**config.mk**
```make
export PLATFORM = sky130hd
export DESIGN_NAME = pixel_color_filter
export DESIGN_NICKNAME = d
export VERILOG_FILES = /design/src/pcf_pkg.sv /design/src/pixel_color_filter.sv
export SDC_FILE = /design/constraint.sdc
export NUM_CORES = 2
export LEC_CHECK = 0
export ABC_CLOCK_PERIOD_IN_PS = 21700
export BUFFER_PORTS_ARGS = -buffer_cell sky130_fd_sc_hd__buf_2
export CAP_MARGIN = 20
export CORE_UTILIZATION = 70
export DETAILED_ROUTE_END_ITERATION = 10
export GPL_ROUTABILITY_DRIVEN = 0
export PLACE_DENSITY_LB_ADDON = 0.25
export SETUP_SLACK_MARGIN = 0.5
export SYNTH_ARGS = -nofsm -noshare
export SYNTH_HDL_FRONTEND = slang
export SYNTH_SLANG_ARGS = --single-unit
```
**constraint.sdc**
```tcl
create_clock -name clock -period 21.7 [get_ports clock]
set_input_delay 3.255 -clock clock [delete_from_list [all_inputs] [get_ports clock]]
set_output_delay 3.255 -clock clock [all_outputs]
set_load 0.03 [all_outputs]
```
**src/pcf_pkg.sv**
```systemverilog
`timescale 1ns / 1ps
// ----------------------------------------------------------------------------
// pcf_pkg
// Types, codes and constants of the pixel color filter.
// ----------------------------------------------------------------------------
package pcf_pkg;

   localparam int ChanWidth  = 8;
   localparam int DataWidth  = 16;
   localparam int IndexWidth = 3;

   typedef struct packed {
      logic [ChanWidth-1:0] red;
      logic [ChanWidth-1:0] green;
      logic [ChanWidth-1:0] blue;
   } pixel_type;

   typedef enum logic [2:0] {
      MODE_GRAY        = 3'd0,
      MODE_NEGATIVE    = 3'd1,
      MODE_SEPIA       = 3'd2,
      MODE_BRIGHTNESS  = 3'd3,
      MODE_CONTRAST    = 3'd4,
      MODE_THRESHOLD   = 3'd5,
      MODE_BOOST       = 3'd6,
      MODE_TEMPERATURE = 3'd7
   } filter_mode_type;

   typedef enum logic [IndexWidth-1:0] {
      REG_FILTER_MODE      = 3'd0,
      REG_BRIGHTNESS_DELTA = 3'd1,
      REG_CONTRAST_GAIN    = 3'd2,
      REG_BOOST_CHANNEL    = 3'd3,
      REG_RED_SHIFT        = 3'd4,
      REG_BLUE_SHIFT       = 3'd5,
      REG_THRESHOLD_LEVEL  = 3'd6
   } csr_index_type;

   typedef enum logic [1:0] {
      CHAN_BLUE  = 2'd0,
      CHAN_GREEN = 2'd1,
      CHAN_RED   = 2'd2,
      CHAN_NONE  = 2'd3
   } channel_type;

   // luma weights
   localparam logic [9:0] LUMA_R = 10'd299;
   localparam logic [9:0] LUMA_G = 10'd587;
   localparam logic [9:0] LUMA_B = 10'd114;

   // sepia matrix
   localparam logic [9:0] SEP_RR = 10'd393;
   localparam logic [9:0] SEP_RG = 10'd769;
   localparam logic [9:0] SEP_RB = 10'd189;
   localparam logic [9:0] SEP_GR = 10'd349;
   localparam logic [9:0] SEP_GG = 10'd686;
   localparam logic [9:0] SEP_GB = 10'd168;
   localparam logic [9:0] SEP_BR = 10'd272;
   localparam logic [9:0] SEP_BG = 10'd534;
   localparam logic [9:0] SEP_BB = 10'd131;

   // floor(x / 1000) = (x * ceil(2^29 / 1000)) >> 29, exact for x < 2^19
   localparam int          DivShift = 29;
   localparam logic [19:0] DIV_MUL  = 20'd536871;

   localparam logic signed [25:0] CON_OFFSET = 26'sd32768;
   localparam logic signed [9:0]  CON_MID    = 10'sd128;

   localparam logic [2:0]            RST_FILTER_MODE = 3'd0;
   localparam logic signed [8:0]     RST_BRIGHTNESS  = 9'sd77;
   localparam logic [DataWidth-1:0]  RST_GAIN        = 16'd384;
   localparam logic [1:0]            RST_BOOST       = 2'd2;
   localparam logic signed [8:0]     RST_RED_SHIFT   = 9'sd40;
   localparam logic signed [8:0]     RST_BLUE_SHIFT  = -9'sd40;
   localparam logic [ChanWidth-1:0]  RST_THRESHOLD   = 8'd128;

endpackage

```
**src/pixel_color_filter.sv**
```systemverilog
`timescale 1ns / 1ps
// ----------------------------------------------------------------------------
// pixel_color_filter
// Point color filter on a stream of blue, green, red pixels.
// ----------------------------------------------------------------------------
// One pixel in, one filtered pixel out, at a sustained rate of one transfer
// per clock while the result side accepts. The datapath is three register
// stages: constant-weight products and the contrast multiply, then the
// divide by 1000 done as a reciprocal multiply together with the sepia and
// contrast clamps, then mode selection and final clamping into the output
// register. A result-side stall holds every stage in place and nothing is
// dropped. The csr registers feed the datapath directly; the user writes them
// only while no pixel is in flight, which the block does not enforce.
module pixel_color_filter
   import pcf_pkg::*;
(
   input  logic                  clock,
   input  logic                  reset,
   input  logic                  req_tvalid,
   output logic                  req_tready,
   input  logic [23:0]           req_tdata,   // blue_in, green_in, red_in
   output logic                  rsp_tvalid,
   input  logic                  rsp_tready,
   output logic [23:0]           rsp_tdata,   // blue_out, green_out, red_out
   input  logic                  csr_wr_en,
   input  logic [IndexWidth-1:0] csr_index,
   input  logic [DataWidth-1:0]  csr_wdata
);

   // csr registers
   filter_mode_type       filter_mode_ff;
   logic signed [8:0]     brightness_delta_ff;
   logic [DataWidth-1:0]  contrast_gain_ff;
   logic [1:0]            boost_channel_ff;
   logic signed [8:0]     red_shift_ff;
   logic signed [8:0]     blue_shift_ff;
   logic [ChanWidth-1:0]  threshold_level_ff;

   always_ff @(posedge clock) begin
      if (reset) begin
         filter_mode_ff      <= filter_mode_type'(RST_FILTER_MODE);
         brightness_delta_ff <= RST_BRIGHTNESS;
         contrast_gain_ff    <= RST_GAIN;
         boost_channel_ff    <= RST_BOOST;
         red_shift_ff        <= RST_RED_SHIFT;
         blue_shift_ff       <= RST_BLUE_SHIFT;
         threshold_level_ff  <= RST_THRESHOLD;
      end else if (csr_wr_en) begin
         case (csr_index_type'(csr_index))
            REG_FILTER_MODE:      filter_mode_ff      <= filter_mode_type'(csr_wdata[2:0]);
            REG_BRIGHTNESS_DELTA: brightness_delta_ff <= $signed(csr_wdata[8:0]);
            REG_CONTRAST_GAIN:    contrast_gain_ff    <= csr_wdata;
            REG_BOOST_CHANNEL:    boost_channel_ff    <= csr_wdata[1:0];
            REG_RED_SHIFT:        red_shift_ff        <= $signed(csr_wdata[8:0]);
            REG_BLUE_SHIFT:       blue_shift_ff       <= $signed(csr_wdata[8:0]);
            REG_THRESHOLD_LEVEL:  threshold_level_ff  <= csr_wdata[7:0];
            default: ;
         endcase
      end
   end

   function automatic logic [9:0] div1000(input logic [18:0] x);
      logic [38:0] p;
      p = 39'(x) * 39'(DIV_MUL);
      return p[38:DivShift];
   endfunction

   function automatic logic [7:0] clamp_s11(input logic signed [10:0] v);
      logic [7:0] r;
      if (v[10]) r = 8'd0;
      else if (v[9:8] != 2'b00) r = 8'hFF;
      else r = v[7:0];
      return r;
   endfunction

   function automatic logic signed [25:0] con_term(input logic [7:0] x,
                                                   input logic [DataWidth-1:0] g);
      logic signed [9:0] d;
      d = $signed({2'b00, x}) - CON_MID;
      return CON_OFFSET + 26'($signed({1'b0, g})) * 26'(d);
   endfunction

   function automatic logic [7:0] con_clamp(input logic signed [25:0] t);
      logic [7:0] r;
      if (t[25]) r = 8'd0;
      else if (t[24:16] != '0) r = 8'hFF;
      else r = t[15:8];
      return r;
   endfunction

   // handshake chain
   logic s1_valid_ff, s2_valid_ff, s3_valid_ff;
   logic s1_ready, s2_ready, s3_ready;

   assign s3_ready   = !s3_valid_ff || rsp_tready;
   assign s2_ready   = !s2_valid_ff || s3_ready;
   assign s1_ready   = !s1_valid_ff || s2_ready;
   assign req_tready = s1_ready;

   always_ff @(posedge clock) begin
      if (reset) begin
         s1_valid_ff <= 1'b0;
         s2_valid_ff <= 1'b0;
         s3_valid_ff <= 1'b0;
      end else begin
         if (s1_ready) s1_valid_ff <= req_tvalid;
         if (s2_ready) s2_valid_ff <= s1_valid_ff;
         if (s3_ready) s3_valid_ff <= s2_valid_ff;
      end
   end

   // stage 1: weighted sums and contrast products
   pixel_type         px_in;
   pixel_type         s1_pix_ff;
   logic [18:0]       s1_luma_in, s1_luma_ff;
   logic [18:0]       s1_sep_r_in, s1_sep_r_ff;
   logic [18:0]       s1_sep_g_in, s1_sep_g_ff;
   logic [18:0]       s1_sep_b_in, s1_sep_b_ff;
   logic signed [25:0] s1_con_r_in, s1_con_r_ff;
   logic signed [25:0] s1_con_g_in, s1_con_g_ff;
   logic signed [25:0] s1_con_b_in, s1_con_b_ff;

   assign px_in = pixel_type'(req_tdata);

   always_comb begin
      s1_luma_in  = 19'(LUMA_R) * 19'(px_in.red) + 19'(LUMA_G) * 19'(px_in.green)
                  + 19'(LUMA_B) * 19'(px_in.blue);
      s1_sep_r_in = 19'(SEP_RR) * 19'(px_in.red) + 19'(SEP_RG) * 19'(px_in.green)
                  + 19'(SEP_RB) * 19'(px_in.blue);
      s1_sep_g_in = 19'(SEP_GR) * 19'(px_in.red) + 19'(SEP_GG) * 19'(px_in.green)
                  + 19'(SEP_GB) * 19'(px_in.blue);
      s1_sep_b_in = 19'(SEP_BR) * 19'(px_in.red) + 19'(SEP_BG) * 19'(px_in.green)
                  + 19'(SEP_BB) * 19'(px_in.blue);
      s1_con_r_in = con_term(px_in.red, contrast_gain_ff);
      s1_con_g_in = con_term(px_in.green, contrast_gain_ff);
      s1_con_b_in = con_term(px_in.blue, contrast_gain_ff);
   end

   always_ff @(posedge clock) begin
      if (s1_ready) begin
         s1_pix_ff   <= px_in;
         s1_luma_ff  <= s1_luma_in;
         s1_sep_r_ff <= s1_sep_r_in;
         s1_sep_g_ff <= s1_sep_g_in;
         s1_sep_b_ff <= s1_sep_b_in;
         s1_con_r_ff <= s1_con_r_in;
         s1_con_g_ff <= s1_con_g_in;
         s1_con_b_ff <= s1_con_b_in;
      end
   end

   // stage 2: divide by 1000, clamp sepia and contrast
   pixel_type  s2_pix_ff;
   logic [9:0] q_luma, q_sep_r, q_sep_g, q_sep_b;
   logic [7:0] s2_luma_in, s2_luma_ff;
   pixel_type  s2_sepia_in, s2_sepia_ff;
   pixel_type  s2_con_in, s2_con_ff;

   always_comb begin
      q_luma            = div1000(s1_luma_ff);
      q_sep_r           = div1000(s1_sep_r_ff);
      q_sep_g           = div1000(s1_sep_g_ff);
      q_sep_b           = div1000(s1_sep_b_ff);
      s2_luma_in        = q_luma[7:0];
      s2_sepia_in.red   = (q_sep_r[9:8] != 2'b00) ? 8'hFF : q_sep_r[7:0];
      s2_sepia_in.green = (q_sep_g[9:8] != 2'b00) ? 8'hFF : q_sep_g[7:0];
      s2_sepia_in.blue  = (q_sep_b[9:8] != 2'b00) ? 8'hFF : q_sep_b[7:0];
      s2_con_in.red     = con_clamp(s1_con_r_ff);
      s2_con_in.green   = con_clamp(s1_con_g_ff);
      s2_con_in.blue    = con_clamp(s1_con_b_ff);
   end

   always_ff @(posedge clock) begin
      if (s2_ready) begin
         s2_pix_ff   <= s1_pix_ff;
         s2_luma_ff  <= s2_luma_in;
         s2_sepia_ff <= s2_sepia_in;
         s2_con_ff   <= s2_con_in;
      end
   end

   // stage 3: mode select and output register
   pixel_type  s3_out_in, s3_out_ff;
   logic [7:0] thr_val;
   logic [9:0] boost_r, boost_g, boost_b;

   function automatic logic [7:0] boost_one(input logic [7:0] x, input logic sel);
      logic [9:0] t;
      logic [7:0] r;
      t = 10'(x) * 10'd3;
      if (!sel) r = x >> 1;
      else if (t[9]) r = 8'hFF;
      else r = t[8:1];
      return r;
   endfunction

   always_comb begin
      thr_val = (s2_luma_ff >= threshold_level_ff) ? 8'hFF : 8'h00;
      boost_r = '0;
      boost_g = '0;
      boost_b = '0;
      s3_out_in = s2_pix_ff;
      case (filter_mode_ff)
         MODE_GRAY: begin
            s3_out_in = '{red: s2_luma_ff, green: s2_luma_ff, blue: s2_luma_ff};
         end
         MODE_NEGATIVE: begin
            s3_out_in = ~s2_pix_ff;
         end
         MODE_SEPIA: begin
            s3_out_in = s2_sepia_ff;
         end
         MODE_BRIGHTNESS: begin
            s3_out_in.red   = clamp_s11($signed({3'b000, s2_pix_ff.red})
                                        + 11'(brightness_delta_ff));
            s3_out_in.green = clamp_s11($signed({3'b000, s2_pix_ff.green})
                                        + 11'(brightness_delta_ff));
            s3_out_in.blue  = clamp_s11($signed({3'b000, s2_pix_ff.blue})
                                        + 11'(brightness_delta_ff));
         end
         MODE_CONTRAST: begin
            s3_out_in = s2_con_ff;
         end
         MODE_THRESHOLD: begin
            s3_out_in = '{red: thr_val, green: thr_val, blue: thr_val};
         end
         MODE_BOOST: begin
            boost_r = 10'(boost_one(s2_pix_ff.red,
                                    channel_type'(boost_channel_ff) == CHAN_RED));
            boost_g = 10'(boost_one(s2_pix_ff.green,
                                    channel_type'(boost_channel_ff) == CHAN_GREEN));
            boost_b = 10'(boost_one(s2_pix_ff.blue,
                                    channel_type'(boost_channel_ff) == CHAN_BLUE));
            s3_out_in = '{red: boost_r[7:0], green: boost_g[7:0], blue: boost_b[7:0]};
         end
         MODE_TEMPERATURE: begin
            s3_out_in.red  = clamp_s11($signed({3'b000, s2_pix_ff.red})
                                       + 11'(red_shift_ff));
            s3_out_in.blue = clamp_s11($signed({3'b000, s2_pix_ff.blue})
                                       + 11'(blue_shift_ff));
         end
         default: s3_out_in = s2_pix_ff;
      endcase
   end

   always_ff @(posedge clock) begin
      if (s3_ready) begin
         s3_out_ff <= s3_out_in;
      end
   end

   assign rsp_tvalid = s3_valid_ff;
   assign rsp_tdata  = s3_out_ff;

endmodule
```
# Word-level counts from Yosys, hierarchy flattened
# Index checks and enable logic that the tools add are counted.
[totals]
wordCells = 141
in_bits = 48
reg_bits = 341
output_inout_bits = 26
[op_classes]
multipliers = 22
n_eq_ne = 15
magnitude_cmp = 1
bitwise_logic = 1
n_mux = 23
n_addsub = 19
n_reduce_logical = 27
[op_table]
columns = ["operator", "count"]
rows = [
  ["$mux W8", 20],
  ["$pmux W8 S8", 2],
  ["$mul A19 B20 Y39 const B", 3],
  ["$mul A9 B8 Y17 const A", 5],
  ["$add A17 B26 Y26 const A", 3],
  ["$mul A17 B9 Y26", 3],
  ["$add A17 B18 Y19", 4],
  ["$add A19 B16 Y19", 3],
  ["$pmux W8 S7", 1],
  ["$add A9 B9 Y10", 5],
  ["$mul A19 B20 Y37 const B", 1],
  ["$mul A10 B8 Y18 const A", 2],
  ["$mul A8 B8 Y16 const A", 2],
  ["$mul A8 B2 Y10 const B", 3],
  ["$reduce_bool A9 Y1", 3],
  ["$sub A8 B8 Y9 const B", 3],
  ["$mul A5 B8 Y13 const A", 2],
  ["$not A24 Y24", 1],
  ["$eq A3 B3 Y1 const B", 7],
  ["$add A19 B15 Y19", 1],
  ["$reduce_bool A2 Y1", 8],
  ["$mul A6 B8 Y14 const A", 1],
  ["$reduce_and A2 Y1", 7],
  ["$eq A3 B2 Y1 const B", 4],
  ["other kinds (8)", 14],
]

# Depth between registers and ports, before layout
[depth]
ltp_word = 5
ltp_mapped = 32
ltp_nobuf = 31

# Worst setup path before layout
# Ideal clock, no wire load.
[synth_path]
kind = "input to output"
from = "in rsp_tready"
to = "out req_tready"
n_path_buf = 0
arrival_ns = 6.866
path_slack_ns = 11.579
t_required_ns = 18.445
stages = 3
cell_sequence = "nor2b_1 -> and2_1 -> nand2_1"
[synth_via]
elab_chain_len = 3
[synth_lines]
columns = ["item", "line", "rtl"]
rows = [
  ["from (decl)", "pixel_color_filter.sv:23", "input logic rsp_tready,"],
  ["$logic_or A1 B1 Y1", "pixel_color_filter.sv:95", "assign s3_ready = !s3_valid_ff || rsp_tready;"],
  ["$logic_or A1 B1 Y1", "pixel_color_filter.sv:96", "assign s2_ready = !s2_valid_ff || s3_ready;"],
  ["$logic_or A1 B1 Y1", "pixel_color_filter.sv:97", "assign s1_ready = !s1_valid_ff || s2_ready;"],
  ["to (decl)", "pixel_color_filter.sv:20", "output logic req_tready,"],
]
# No other way between the ends.

# Worst setup path after layout
[layout_path]
from = "in req_tdata[8]"
to = "reg s1_sep_g_ff[18] (data pin)"
[layout_via]
elab_chain_len = 3
[layout_lines]
columns = ["item", "line", "rtl"]
rows = [
  ["from (decl)", "pixel_color_filter.sv:21", "input logic [23:0] req_tdata,"],
  ["$mul A9 B8 Y17", "pixel_color_filter.sv:130", "s1_sep_g_in = 19'(SEP_GR) * 19'(px_in.red) + 19'(SEP_GG) * 19'(px_in.green)"],
  ["$add A17 B18 Y19", "pixel_color_filter.sv:130", ""],
  ["$add A19 B16 Y19", "pixel_color_filter.sv:131", "+ 19'(SEP_GB) * 19'(px_in.blue);"],
  ["via s1_sep_g_in[18]", "pixel_color_filter.sv:117", "logic [18:0] s1_sep_g_in, s1_sep_g_ff;"],
  ["to (signal assigned)", "pixel_color_filter.sv:144", "s1_sep_g_ff <= s1_sep_g_in;"],
  ["to (decl)", "pixel_color_filter.sv:117", ""],
]
# The timed path passes the listed nets, and every way through them passes these cells.
# A chain may end at the register's enable or synchronous reset.

==> run summary <==
# fillers -> 5966
Starting Density -> 70.8%
share of layout cells above drive strength 1 -> 4.36%
Setup-failing EPs final -> 0
async set or reset register ratio after synthesis -> 0%
Post-synth top flop -> edfxtp_1
DRC viols -> 0
post-synthesis sequential area ratio -> 14.7%
Inserted Diodes -> 0
gr usage total -> 34.2%
initial antenna violation count -> 2
WL final -> 143 mm
Die X -> 295 um
I/O Buffers -> 73
Post-Synthesis Cells -> 6142
Commonest cells post-synth -> inv_1 (1509), ha_1 (1302), fa_1 (864)
CP Launch Point -> req_tdata[8]
critical path's slowest cell -> fa_1
first-pass GRT wire length -> 231 mm
Synth area leaders -> fa_1 (29%), ha_1 (27%), edfxtp_1 (13%)
Reg clk slew, reported paths -> 70 ps
synthesized area per cell -> 9.81 um2
DR iter-0 viols -> 3146
hold crit path type -> flip-flop to flip-flop
HP Start -> s1_pix_ff[17]$_DFFE_PP_
top-area cell type share of the netlist area -> 28.7%
CP Max Fanout -> 30
Critical Path RT -> 22030 ps
I/O Pins -> 74
non-filler instance count after layout -> 7361
P&R area growth vs syn -> 5.01%
Slew headroom -> 25.6%
Final min period -> 10350 ps
fin nets -> 8403
most common cell in the netlist -> inv_1
final hold vios -> 0
crit-path max cell delay -> 520 ps
maximum number of pins on one net before global-route repair -> 72
max cap viols -> 0
Fmax achieved -> 96.6 MHz
die area -> 0.0872 mm2
H-tree depth -> 2
WL/cell -> 19.5 um
Post-synth EDFFs -> 256
flops & latches, synth -> 315
Slew @ Worst Pin -> 1120 ps
placed cells -> 7292
Core Region -> 0.0851 mm2
HPWL Detailed -> 116 mm
post-route ant nets -> 0
Startpoint Class -> primary input
Syn Std Cell Area -> 0.0602 mm2
max-slew violation count -> 0
CP Capture Type -> flip-flop
CP dominant cell by count -> inv_1
total grt overflow -> 0
Pre-antenna DRT Iters -> 6
Worst R2R Path Depth -> 18
via count -> 42600
hold_buf cts -> 0
final setup TNS -> 0 ps
yosys synthesis warning count -> 0
reg2reg end -> s2_sepia_ff[10]$_SDFFCE_PP1P_
end of the critical path -> s1_sep_g_ff[18]$_DFFE_PP_
fin crit share -> 47.7%
R2R Path Start -> s1_sep_g_ff[16]$_DFFE_PP_
DR vias/cell -> 5.79
count of cell types in the netlist -> 73
Yosys top cell by area -> fa_1
CP Class -> primary input to flip-flop
Syn Nets -> 8356
CTS tree -> done
clk_lat worst skew -> 600 ps
status -> finished, final reports clean
CTS Buf Count -> 37
reg2reg setup slack -> 14630 ps
row cnt -> 107
die height -> 295 um
RSZ-0062 raised after global routing -> false
clk sinks -> 315
post-cts resize count -> 0
Max Buffers Root-to-Sink -> 3
setup bufs post-CTS -> 0
root cell of the clock tree -> clkbuf_16
vias in the first global route -> 44500
Worst Skew -> 27.1 ps
arrival time at the worst endpoint -> 10680 ps
cell families after synthesis:
family | synth area share, %
adders and majority gates | 55.8
AOI/OAI and AO/OA | 7.38
DFF | 14.7
muxes | 0.150
and+or+nand+nor | 8.92
xor gates and xnor gates | 2.94
buffers and inverters | 10.1
worst max-delay path, delay by kind of cell:
kind | cells | cell delay, ps
XOR/XNOR | 2 | 290
AND/OR/NAND/NOR | 1 | 140
adder cells (fa/ha/maj) | 11 | 4170
buffers and inverters | 9 | 1140
AO/OA/AOI/OAI | 7 | 1640
area by class of cell:
class / instances / area [um2] / share of cell area (%)
multi-input combinational: 4201 / 45300 / 71.6
clock buffer: 39 / 933 / 1.48
sequential: 315 / 8870 / 14.0
inverter: 1509 / 5670 / 8.96
clock inverter: 28 / 328 / 0.518
tap: 1144 / 1430 / 2.26
timing repair buffer: 125 / 756 / 1.19
per-layer routing:
| layer | wire length (um) | track usage, % | vias to the layer above |
|---|---|---|---|
| li1 | - | - | 19700 |
| met1 | 58100 | 45.2 | 21000 |
| met2 | 67200 | 56.3 | 1559 |
| met3 | 11600 | 5.54 | 353 |
| met4 | 6500 | 13.6 | 2 |
| met5 | 12 | 0 | - |
flip-flops by register name, indices dropped and copies added (netlist names), 16 cells and up:
signal and count:
s1_sep_b_ff 18, s2_sepia_ff 24, s1_pix_ff 24, s1_sep_g_ff 18, s1_con_b_ff 18, s2_con_ff 24
s1_luma_ff 19, s1_con_r_ff 18, rsp_tdata 24, s2_pix_ff 24, contrast_gain_ff 16, s1_sep_r_ff 19
s1_con_g_ff 18
layout by cell type, fill, tap and decap left out, types with 7 or more instances in the layout:
| cell | synthesis | routed |
|---|---|---|
| a2111oi_0 | 9 | 9 |
| a211oi_1 | 29 | 29 |
| a21boi_0 | 14 | 14 |
| a21o_1 | 73 | 73 |
| a21oi_1 | 262 | 262 |
| a221oi_1 | 7 | 7 |
| a31o_2 | 8 | 8 |
| a31oi_1 | 37 | 37 |
| and2_1 | 156 | 156 |
| and3_1 | 15 | 15 |
| buf_2 | 1 | 73 |
| buf_4 | 0 | 52 |
| clkbuf_16 | 0 | 37 |
| clkinv_2 | 0 | 9 |
| dfxtp_1 | 59 | 59 |
| edfxtp_1 | 256 | 256 |
| fa_1 | 864 | 864 |
| ha_1 | 1302 | 1302 |
| inv_1 | 1509 | 1508 |
| mux2i_1 | 9 | 9 |
| nand2_1 | 416 | 415 |
| nand2b_1 | 30 | 30 |
| nand3_1 | 37 | 37 |
| nand3b_1 | 16 | 16 |
| nand4_1 | 32 | 32 |
| nor2_1 | 196 | 196 |
| nor2b_1 | 53 | 53 |
| nor3_1 | 39 | 39 |
| nor4_1 | 15 | 15 |
| o211ai_1 | 17 | 17 |
| o21a_1 | 23 | 23 |
| o21ai_0 | 146 | 146 |
| o21bai_1 | 25 | 25 |
| o31ai_1 | 10 | 10 |
| or2_2 | 61 | 61 |
| or3_1 | 21 | 21 |
| xnor2_1 | 141 | 141 |
| xor2_1 | 61 | 61 |
through the flow:
step / hold WS (ps) / setup slack [ps] / utilization [%] / area [um2]
after floorplan: 400 / 11580 / - / 60200
after global placement: 401 / 10980 / 72.8 / 62000
after CTS: 414 / 11410 / 74.3 / 63200
after detailed placement: 405 / 10840 / 72.8 / 62000
final: 410 / 11350 / 74.3 / 63300
after global routing: 423 / 11080 / 74.3 / 63300
worst min path at each step:
stage,end,slack [ps],cells after the start
floorplan,s2_pix_ff[10]$_DFFE_PP_,400,0
global placement,s2_pix_ff[22]$_DFFE_PP_,400,0
detailed placement,s2_pix_ff[1]$_DFFE_PP_,410,0
CTS,s2_pix_ff[17]$_DFFE_PP_,410,0
global route,s2_pix_ff[1]$_DFFE_PP_,420,0
finish,s2_pix_ff[17]$_DFFE_PP_,410,0
Power is not shown: default switching activity piles up to over one toggle a cycle in this logic, so the estimate is an artifact.
